[config.mk]
export PLATFORM = sky130hd
export DESIGN_NAME = byte_offset_delta_decoder
export DESIGN_NICKNAME = d
export VERILOG_FILES = /design/src/hw/rtl/bodd_pkg.sv /design/src/hw/rtl/bodd_front.sv /design/src/hw/rtl/bodd_queue.sv /design/src/hw/rtl/bodd_back.sv /design/src/hw/rtl/byte_offset_delta_decoder.sv
export SDC_FILE = /design/constraint.sdc
export NUM_CORES = 1
export LEC_CHECK = 0
export ABC_AREA = 0
export BUFFER_PORTS_ARGS = -buffer_cell sky130_fd_sc_hd__buf_2
export CORE_ASPECT_RATIO = 0.7
export CORE_MARGIN = 2
export CORE_UTILIZATION = 50
export CTS_CLUSTER_SIZE = 16
export DETAILED_ROUTE_END_ITERATION = 8
export PLACE_DENSITY = 0.67
export SYNTH_ARGS = -nofsm -noshare
export SYNTH_HDL_FRONTEND = slang
export SYNTH_SLANG_ARGS = --single-unit
[constraint.sdc]
create_clock -name aclk -period 6.8 [get_ports aclk]
set_clock_uncertainty 0.05 [all_clocks]
set_input_delay 0.68 -clock aclk [delete_from_list [all_inputs] [get_ports aclk]]
set_output_delay 0.68 -clock aclk [all_outputs]
set_load 0.05 [all_outputs]
[src/hw/rtl/bodd_pkg.sv]
// Shared types and constants for the byte-offset delta decoder.
package bodd_pkg;

    localparam logic [7:0]  ESCAPE_BYTE = 8'h80;
    localparam logic [15:0] ESCAPE_WORD = 16'h8000;

    localparam int unsigned QUEUE_DEPTH = 4;

    // One decoded request handed from the parser to the accumulator.
    typedef struct packed {
        logic [31:0] delta;
        logic        clear;
        logic        truncated;
    } bodd_entry_t;

    // Queue status seen by the parser and the accumulator.
    typedef struct packed {
        logic full;
        logic empty;
    } bodd_queue_status_t;

endpackage

[src/hw/rtl/bodd_front.sv]
// Token parser: turns raw bytes into deltas and truncation markers.
module bodd_front
    import bodd_pkg::*;
(
    input  logic               aclk,
    input  logic               aresetn,
    input  logic               s_tvalid,
    output logic               s_tready,
    input  logic [7:0]         s_tdata,   // data_byte
    input  logic               s_tuser,   // blob_start
    input  logic               s_tlast,   // blob_end
    input  bodd_queue_status_t q_status,
    output logic               push,
    output bodd_entry_t        push_entry
);

    typedef enum logic [6:0] {
        PH_FIRST  = 7'b0000001,
        PH_W16_LO = 7'b0000010,
        PH_W16_HI = 7'b0000100,
        PH_W32_B0 = 7'b0001000,
        PH_W32_B1 = 7'b0010000,
        PH_W32_B2 = 7'b0100000,
        PH_W32_B3 = 7'b1000000
    } phase_t;

    phase_t      phase_reg, phase_next, phase_cur;
    logic [23:0] gathered_reg, gathered_next;
    logic        pending_clear_reg, pending_clear_next;
    logic        accept;
    logic        done;
    logic [31:0] delta;
    logic [15:0] word16;

    assign s_tready = !q_status.full;
    assign accept   = s_tvalid && s_tready;
    assign word16   = {s_tdata, gathered_reg[7:0]};

    // A blob start restarts token parsing before this byte is looked at.
    assign phase_cur = s_tuser ? PH_FIRST : phase_reg;

    always_comb begin
        phase_next    = phase_cur;
        gathered_next = gathered_reg;
        done          = 1'b0;
        delta         = '0;
        unique case (phase_cur)
            PH_W16_LO: begin
                gathered_next = {16'd0, s_tdata};
                phase_next    = PH_W16_HI;
            end
            PH_W16_HI: begin
                if (word16 == ESCAPE_WORD) begin
                    phase_next = PH_W32_B0;
                end else begin
                    delta = {{16{word16[15]}}, word16};
                    done  = 1'b1;
                end
            end
            PH_W32_B0: begin
                gathered_next = {16'd0, s_tdata};
                phase_next    = PH_W32_B1;
            end
            PH_W32_B1: begin
                gathered_next[15:8] = s_tdata;
                phase_next          = PH_W32_B2;
            end
            PH_W32_B2: begin
                gathered_next[23:16] = s_tdata;
                phase_next           = PH_W32_B3;
            end
            PH_W32_B3: begin
                delta = {s_tdata, gathered_reg};
                done  = 1'b1;
            end
            default: begin
                if (s_tdata == ESCAPE_BYTE) begin
                    phase_next = PH_W16_LO;
                end else begin
                    delta = {{24{s_tdata[7]}}, s_tdata};
                    done  = 1'b1;
                end
            end
        endcase
        if (done || s_tlast) begin
            phase_next = PH_FIRST;
        end
    end

    assign push                 = accept && (done || s_tlast);
    assign push_entry.delta     = done ? delta : 32'd0;
    assign push_entry.truncated = !done;
    // A start seen on a byte that gave no result still has to clear the sum.
    assign push_entry.clear     = pending_clear_reg || s_tuser;

    assign pending_clear_next = push ? 1'b0 : (pending_clear_reg || s_tuser);

    always_ff @(posedge aclk) begin
        if (!aresetn) begin
            phase_reg         <= PH_FIRST;
            pending_clear_reg <= 1'b0;
        end else if (accept) begin
            phase_reg         <= phase_next;
            pending_clear_reg <= pending_clear_next;
        end
    end

    always_ff @(posedge aclk) begin
        if (accept) begin
            gathered_reg <= gathered_next;
        end
    end

endmodule

[src/hw/rtl/bodd_queue.sv]
// Small first-in first-out queue of decoded requests.
module bodd_queue
    import bodd_pkg::*;
#(
    parameter int unsigned DEPTH = QUEUE_DEPTH
) (
    input  logic               aclk,
    input  logic               aresetn,
    input  logic               push,
    input  bodd_entry_t        push_entry,
    input  logic               pop,
    output bodd_entry_t        pop_entry,
    output bodd_queue_status_t status
);

    localparam int unsigned PTR_W = (DEPTH > 1) ? $clog2(DEPTH) : 1;
    localparam int unsigned CNT_W = $clog2(DEPTH + 1);
    localparam logic [CNT_W-1:0] DEPTH_CNT = CNT_W'(DEPTH);
    localparam logic [PTR_W-1:0] LAST_PTR  = PTR_W'(DEPTH - 1);

    bodd_entry_t      slots_reg [DEPTH];
    logic [PTR_W-1:0] wr_ptr_reg, rd_ptr_reg;
    logic [CNT_W-1:0] count_reg, count_next;

    assign status.full  = (count_reg == DEPTH_CNT);
    assign status.empty = (count_reg == '0);
    assign pop_entry    = slots_reg[rd_ptr_reg];

    always_comb begin
        count_next = count_reg;
        if (push && !pop) begin
            count_next = count_reg + 1'b1;
        end else if (pop && !push) begin
            count_next = count_reg - 1'b1;
        end
    end

    always_ff @(posedge aclk) begin
        if (!aresetn) begin
            wr_ptr_reg <= '0;
            rd_ptr_reg <= '0;
            count_reg  <= '0;
        end else begin
            count_reg <= count_next;
            if (push) begin
                wr_ptr_reg <= (wr_ptr_reg == LAST_PTR) ? '0 : wr_ptr_reg + 1'b1;
            end
            if (pop) begin
                rd_ptr_reg <= (rd_ptr_reg == LAST_PTR) ? '0 : rd_ptr_reg + 1'b1;
            end
        end
    end

    always_ff @(posedge aclk) begin
        if (push) begin
            slots_reg[wr_ptr_reg] <= push_entry;
        end
    end

endmodule

[src/hw/rtl/bodd_back.sv]
// Accumulator and output register: adds each delta and presents the sum.
module bodd_back
    import bodd_pkg::*;
(
    input  logic               aclk,
    input  logic               aresetn,
    input  bodd_queue_status_t q_status,
    input  bodd_entry_t        pop_entry,
    output logic               pop,
    output logic               m_tvalid,
    input  logic               m_tready,
    output logic [31:0]        m_tdata,   // pixel_value
    output logic               m_tuser    // truncated
);

    logic [31:0] sum_reg, sum_next;
    logic        valid_reg;
    logic        trunc_reg;

    // The sum only moves when a new result is loaded, so it doubles as the
    // output data register.
    assign pop      = !q_status.empty && (!valid_reg || m_tready);
    assign sum_next = (pop_entry.clear ? 32'd0 : sum_reg) + pop_entry.delta;

    always_ff @(posedge aclk) begin
        if (!aresetn) begin
            sum_reg   <= '0;
            valid_reg <= 1'b0;
        end else begin
            if (pop) begin
                sum_reg   <= sum_next;
                valid_reg <= 1'b1;
            end else if (m_tready) begin
                valid_reg <= 1'b0;
            end
        end
    end

    always_ff @(posedge aclk) begin
        if (pop) begin
            trunc_reg <= pop_entry.truncated;
        end
    end

    assign m_tvalid = valid_reg;
    assign m_tdata  = sum_reg;
    assign m_tuser  = trunc_reg;

endmodule

[src/hw/rtl/byte_offset_delta_decoder.sv]
// Top level of the byte-offset delta decoder: parser, request queue, accumulator.
//
//   Channel  Direction  tdata              tuser       tlast
//   s_       in         data_byte [7:0]    blob_start  blob_end
//   m_       out        pixel_value [31:0] truncated   -
//
// One byte is taken per cycle while the queue is not full. A pixel passes through
// a queue slot, written when its last byte is accepted, and then the accumulator
// register, loaded when the back end pops that slot.
// The queue decouples the two sides, so s_tready drops only when it is full.
// Reset (aresetn low at a clock edge) empties the queue, clears the running sum
// and returns the parser to the start of a token.
module byte_offset_delta_decoder
    import bodd_pkg::*;
#(
    parameter int unsigned QDEPTH = QUEUE_DEPTH
) (
    input  logic        aclk,
    input  logic        aresetn,
    input  logic        s_tvalid,
    output logic        s_tready,
    input  logic [7:0]  s_tdata,   // [7:0] data_byte
    input  logic        s_tuser,   // blob_start
    input  logic        s_tlast,   // blob_end
    output logic        m_tvalid,
    input  logic        m_tready,
    output logic [31:0] m_tdata,   // [31:0] pixel_value
    output logic        m_tuser    // truncated
);

    bodd_queue_status_t q_status;
    bodd_entry_t        push_entry, pop_entry;
    logic               push, pop;

    bodd_front u_front (
        .aclk       (aclk),
        .aresetn    (aresetn),
        .s_tvalid   (s_tvalid),
        .s_tready   (s_tready),
        .s_tdata    (s_tdata),
        .s_tuser    (s_tuser),
        .s_tlast    (s_tlast),
        .q_status   (q_status),
        .push       (push),
        .push_entry (push_entry)
    );

    bodd_queue #(
        .DEPTH (QDEPTH)
    ) u_queue (
        .aclk       (aclk),
        .aresetn    (aresetn),
        .push       (push),
        .push_entry (push_entry),
        .pop        (pop),
        .pop_entry  (pop_entry),
        .status     (q_status)
    );

    bodd_back u_back (
        .aclk      (aclk),
        .aresetn   (aresetn),
        .q_status  (q_status),
        .pop_entry (pop_entry),
        .pop       (pop),
        .m_tvalid  (m_tvalid),
        .m_tready  (m_tready),
        .m_tdata   (m_tdata),
        .m_tuser   (m_tuser)
    );

endmodule

==> flow_metrics.py, run 1 <==
metrics = {
    "die": {
        "fp.dieH_um": 122,
        "start_util_pct": 50.8,
        "die-area_um2": 21200,
        "rows": 43,
        "core_area_um2": 19700,
        "die_w_um": 173,
        "io_pins": 49,
    },
    "clock_tree": {
        "cts_max_level": 1,
        "cts_buffers": 22,
        "postCtsSetupRepairBufs": 0,
        "clkLatencyLatePin_ns": 0.51,
        "cts_buffer_depth": 3,
        "path_clk_slew_ns": 0.06,
        "cts.sinks": 211,
        "cts_tree": "done",
        "cts_root_buf": "clkbuf_16",
        "ctsHoldBuffers": 0,
        "cts_resized": 0,
    },
    "place": {
        "dp_slack_ns": 2.34,
        "place_area_um2": 10500,
        "place_hpwl_um": 15100,
        "gp_congestion": 0.975,
        "portBuffers": 48,
        "dp.cells": 1092,
    },
    "sta": {
        "rsz0062_at_grt": "false",
        "layout_min_cycle_time_ns": 4.43,
        "hold_viol": 0,
        "timing.final.ws_setup_ns": 2.37,
        "tightest_slew_ns": 1.27,
        "min_period_over_period_pct": 65.2,
        "holdWs_ns": 0.358,
        "setup_viol_count_final": 0,
        "slew_headroom_pct": 15.6,
        "fmax_mhz": 226,
        "slew_viol_final": 0,
        "fin_setup_tns_ns": 0,
    },
    "layout": {
        "antenna_cells": 0,
        "fillers": 1593,
        "regArea_um2": 5840,
        "drive_above_1_share_pct": 16.4,
        "final_core_util_pct": 57.0,
        "stdcell_area_um2": 11300,
        "stdcell_count": 1132,
        "layout_commonest_cell": "edfxtp_1",
        "fin_nets": 899,
        "most-common-layout-cells": "161 x edfxtp_1, 81 x nand2_1, 78 x a21oi_1, 49 x dfxtp_1, 48 x buf_2",
        "multi_input_area_um2": 3960,
        "largest_reg_flops": 136,
        "areaGrowthSynthToFinish_pct": 12.2,
    },
    "detailed_routing": {
        "first_pass_iters": 7,
        "wl_per_cell_um": 20.2,
        "antenna_left": 0,
        "drtIter0Drc": 706,
        "drcViolationCount": 0,
        "vias": 6699,
        "via_per_inst": 5.92,
        "wirelength_um": 22800,
    },
    "pwr": {
        "peakVddDrop_mv": 0.240,
        "power.total_mw": 5.10,
        "power_density_nw_per_um2": 453,
        "leakagePower_nw": 4.08,
    },
    "worst_setup_path": {
        "slowest_stage": "mux4_2",
        "worst-path-max-fanout": 33,
        "crit_buf_inv": 0,
        "r2r_slack_ns": 2.37,
        "rr_endpoint": "u_back.m_tdata[24]",
        "required_ns": 7.19,
        "critical_path_depth": 13,
        "path_class": "reg2reg",
        "endpoint_kind": "flip-flop",
        "start_kind": "flip-flop",
        "r2r_cells": 13,
        "cpLargestDelayFamily": "compound AO/OA/AOI/OAI gates",
        "critPathMaxStageDelay_ns": 0.91,
        "arrival_ns": 4.82,
        "setup.worst_path.end": "u_back.m_tdata[24]",
        "critical_path.cell_chain": "mux4_2 > nor2b_1 > ha_1 > fa_1 > a21oi_1 > o211ai_1 > a41oi_1 > nor2_1 > nor2_1 > o21ai_2 > a21oi_1 > or4b_1 > a31oi_1",
    },
    "global_routing": {
        "grt_max_degree": 44,
        "grt_pass1_vias": 6601,
        "overflow": 0,
        "grt_usage_pct": 21.9,
        "antenna_found_initial": 0,
        "grt_pass1_wl_um": 36100,
    },
    "synthesis": {
        "ys_seq_elements": 211,
        "ys.flop_type": "edfxtp_1",
        "syn_area_um2": 10000,
        "ys_seq_area_share_pct": 58.2,
        "syn-num-nets": 855,
        "yosys.cell_types.count": 64,
        "synthArstFlopShare_pct": 0,
        "synth-edff-count": 161,
        "synth_cells": 802,
        "ys_warn_count": 0,
        "syn_area_per_cell_um2": 12.5,
    },
    "outcome": {
        "outcome": "complete, no violations",
    },
    "flow_run": {
        "cap_violations": 0,
    },
    "hold_path": {
        "hp-class": "in2reg",
    },
}
## cells by family (layout without fill, tap and decap cells)
kind of cell | Yosys count | after routing | share of synthesized area, %
xor+xnor | 24 | 24 | 2.10
flops | 211 | 211 | 58.2
buf+inv | 56 | 116 | 2.26
compound gates | 190 | 190 | 12.0
fa+ha+maj | 39 | 39 | 5.02
simple gates | 246 | 246 | 12.5
mux | 36 | 36 | 7.87
## power by group
group | switching, mW | internal [mW] | total [mW]
clock network | 0.502 | 0.717 | 1.22
registers | 0.124 | 1.57 | 1.70
logic | 1.40 | 0.784 | 2.18
## worst min path at each step
stage	from	end	depth (start not counted)
after floorplan	u_front.pending_clear_reg	u_front.pending_clear_reg	2
after global placement	u_front.pending_clear_reg	u_front.pending_clear_reg	2
after detailed placement	u_front.pending_clear_reg	u_front.pending_clear_reg	2
after CTS	s_tdata[7]	u_front.gathered_reg[7]	1
after global routing	s_tdata[7]	u_front.gathered_reg[7]	1
final	s_tdata[7]	u_front.gathered_reg[7]	1
## metal layers
metal / track usage, % / share of wire (%)
met1: 32.8 / 48
met2: 33.2 / 44
met3: 3.47 / 5.5
met4: 6.25 / 2.4
met5: 0 / 0
## area by class of cell
type / count / share of cell area [%]
sequential: 211 / 51.9
multi-input combinational: 535 / 35.2
tap: 270 / 3.00
clock inverter: 13 / 1.47
clock buffer: 27 / 5.06
timing repair buffer: 57 / 2.74
inverter: 19 / 0.634
## synth_stat cells, drive strengths merged (2+ instances only)
cell type / n / area (µm²)
a21o: 19 / 145
o21ai: 33 / 169
ha: 37 / 463
xor2: 13 / 114
dfxtp: 50 / 1000
nand4: 5 / 31.3
a221o: 7 / 70.1
edfxtp: 161 / 4830
buf: 7 / 42.5
a22o: 7 / 61.3
and4: 4 / 36.3
o31a: 2 / 17.5
xnor2: 11 / 96.3
fa: 2 / 40.0
a211oi: 6 / 50.1
or2: 2 / 12.5
clkbuf: 30 / 113
a21oi: 78 / 390
and3: 10 / 62.6
a211o: 2 / 17.5
a32oi: 2 / 17.5
or3: 5 / 31.3
mux4: 34 / 766
o21a: 2 / 15.0
nor2: 46 / 173
a311oi: 2 / 17.5
a31oi: 11 / 75.1
nand2: 81 / 304
a22oi: 2 / 15.0
nor3: 7 / 40.0
nor4b: 4 / 35.0
and2: 18 / 113
inv: 19 / 71.3
mux2i: 2 / 23.8
o21bai: 5 / 37.5
nand3: 11 / 55.1
nor4: 6 / 58.8
nor2b: 36 / 225
o211ai: 5 / 42.5
nand2b: 7 / 43.8
o31ai: 2 / 25.0
nand3b: 2 / 15.0
No activity file was read; power rests on OpenSTA's default activity.
==> inputs of run 2 (changes only) <==
clock period = 4.3 ns   (was 6.8 ns; I/O delays follow)
==> flow_metrics.py, run 2 (synthesis results as in run 1) <==
metrics = {
    "clock_tree": {
        "cts_buffer_depth": 3,
        "cts_root_buf": "clkbuf_16",
        "cts_tree": "done",
        "cts_resized": 0,
        "postCtsSetupRepairBufs": 0,
        "cts_buffers": 22,
        "cts_max_level": 1,
        "clkLatencyLatePin_ns": 0.53,
        "path_clk_slew_ns": 0.06,
        "ctsHoldBuffers": 0,
        "cts.sinks": 211,
    },
    "hold_path": {
        "min_to": "u_front.gathered_reg[7]",
        "worstHoldPathCells": 1,
        "hp-start": "s_tdata[7]",
        "hp-class": "in2reg",
    },
    "die": {
        "die_w_um": 173,
        "die-area_um2": 21200,
        "start_util_pct": 50.8,
        "io_pins": 49,
        "rows": 43,
        "fp.dieH_um": 122,
        "core_area_um2": 19700,
    },
    "detailed_routing": {
        "vias": 6564,
        "wl_per_cell_um": 19.5,
        "antenna_left": 0,
        "wirelength_um": 22100,
        "drcViolationCount": 0,
        "first_pass_iters": 6,
        "drtIter0Drc": 573,
        "via_per_inst": 5.78,
    },
    "worst_setup_path": {
        "endpoint_kind": "flip-flop",
        "arrival_ns": 4.27,
        "worst-path-max-fanout": 33,
        "start_kind": "flip-flop",
        "r2r_cells": 13,
        "path_class": "reg2reg",
        "r2r_slack_ns": 0.37,
        "required_ns": 4.65,
        "rr_endpoint": "u_back.m_tdata[28]",
    },
    "sta": {
        "hold_viol": 0,
        "fmax_mhz": 255,
        "timing.final.ws_setup_ns": 0.374,
        "fin_setup_tns_ns": 0,
        "rsz0062_at_grt": "false",
        "min_period_over_period_pct": 91.3,
        "tightest_slew_ns": 0.809,
        "layout_min_cycle_time_ns": 3.93,
        "slew_viol_final": 0,
        "slew_headroom_pct": 46.1,
        "setup_viol_count_final": 0,
    },
    "layout": {
        "drive_above_1_share_pct": 16.9,
        "regArea_um2": 5840,
        "areaGrowthSynthToFinish_pct": 12.9,
        "layout_commonest_cell": "edfxtp_1",
        "final_core_util_pct": 57.3,
        "stdcell_count": 1136,
        "fillers": 1597,
        "multi_input_area_um2": 3960,
        "most-common-layout-cells": "161 x edfxtp_1, 81 x nand2_1, 78 x a21oi_1, 49 x dfxtp_1, 48 x buf_2",
        "largest_reg_flops": 136,
        "fin_nets": 903,
        "antenna_cells": 0,
    },
    "place": {
        "place_hpwl_um": 15000,
        "dp.cells": 1096,
        "gp_congestion": 0.896,
        "dp_slack_ns": 0.432,
        "portBuffers": 48,
    },
    "global_routing": {
        "grt_usage_pct": 21.5,
        "grt_pass1_vias": 6430,
        "use_met2_pct": 32.3,
        "grt_pass1_wl_um": 35300,
        "antenna_found_initial": 0,
        "met1_usage_pct": 32.8,
        "grt_busiest_layer": "met1",
        "grt_max_degree": 42,
        "gr-usage-met3_pct": 3.84,
        "overflow": 0,
    },
    "flow_run": {
        "cap_violations": 0,
    },
    "pwr": {
        "leakagePower_nw": 4.12,
        "power.total_mw": 8.11,
        "power_density_nw_per_um2": 716,
        "peakVddDrop_mv": 0.356,
    },
    "outcome": {
        "outcome": "complete, no violations",
    },
}
[run 2: changes by cell type in the layout (fill, tap and decap cells not counted), sizes merged]
| cell | change |
|---|---|
| clkbuf | -2 |
| buf | +4 |
| inv | +1 |
| clkinv | +2 |
| clkinvlp | -1 |
[run 2: worst max-delay path by stage]
stage                     cells after the start                  from  slack (ns)              endpoint
after floorplan                              14             flip-flop        0.26    u_back.m_tdata[31]
after global placement                       13             flip-flop        0.54    u_back.m_tdata[28]
after detailed placement                     13             flip-flop        0.43    u_back.m_tdata[28]
after CTS                                    13             flip-flop        0.41    u_back.m_tdata[28]
after global routing                         12  u_front.phase_reg[1]        0.14  u_queue.count_reg[2]
final                                        13             flip-flop        0.37    u_back.m_tdata[28]
[run 2: metrics by stage]
stage	hold slack, ns	area [µm²]
floorplan	0.379	10000
detailed placement	0.409	10600
finish	0.0932	11300
global placement	0.399	10600
global route	0.0821	11300
CTS	0.0759	11300
[run 2: area by class of cell]
class                   count  share of cell area, %
well taps                 270                   2.98
clock inverters            15                   1.65
multi-input cells         535                   35.0
clock buffers              25                   5.05
flip-flops and latches    211                   51.6
inverters                  19                  0.630
repair buffers             61                   3.10
[run 2: where the power goes]
| group | switching, mW | internal [mW] | total (mW) |
|---|---|---|---|
| Clock | 0.813 | 1.15 | 1.97 |
| Combinational | 2.22 | 1.26 | 3.49 |
| Sequential | 0.165 | 2.49 | 2.65 |
| Total | 3.20 | 4.91 | 8.11 |
[run 2: critical path, stage by stage, from the launching register on]
cell and delay (ns):
dfxtp_2 0.36, buf_12 0.27, mux4_2 0.55, ha_1 0.26
fa_1 0.41, a21oi_1 0.26, o211ai_1 0.15, a41oi_1 0.33
nor2_1 0.12, o21ai_1 0.25, a31oi_1 0.20, a311oi_1 0.35
xor2_1 0.17, o21ai_1 0.08
[run 2: layer usage]
metal  part of all wire, %  vias to the layer above  routed length [µm]
li1                      -                     3127                   -
met1                    50                     3212               11100
met2                    42                      195                9200
met3                   6.5                       30                1450
met4                   1.9                        0                 428
met5                     0                        -                   0
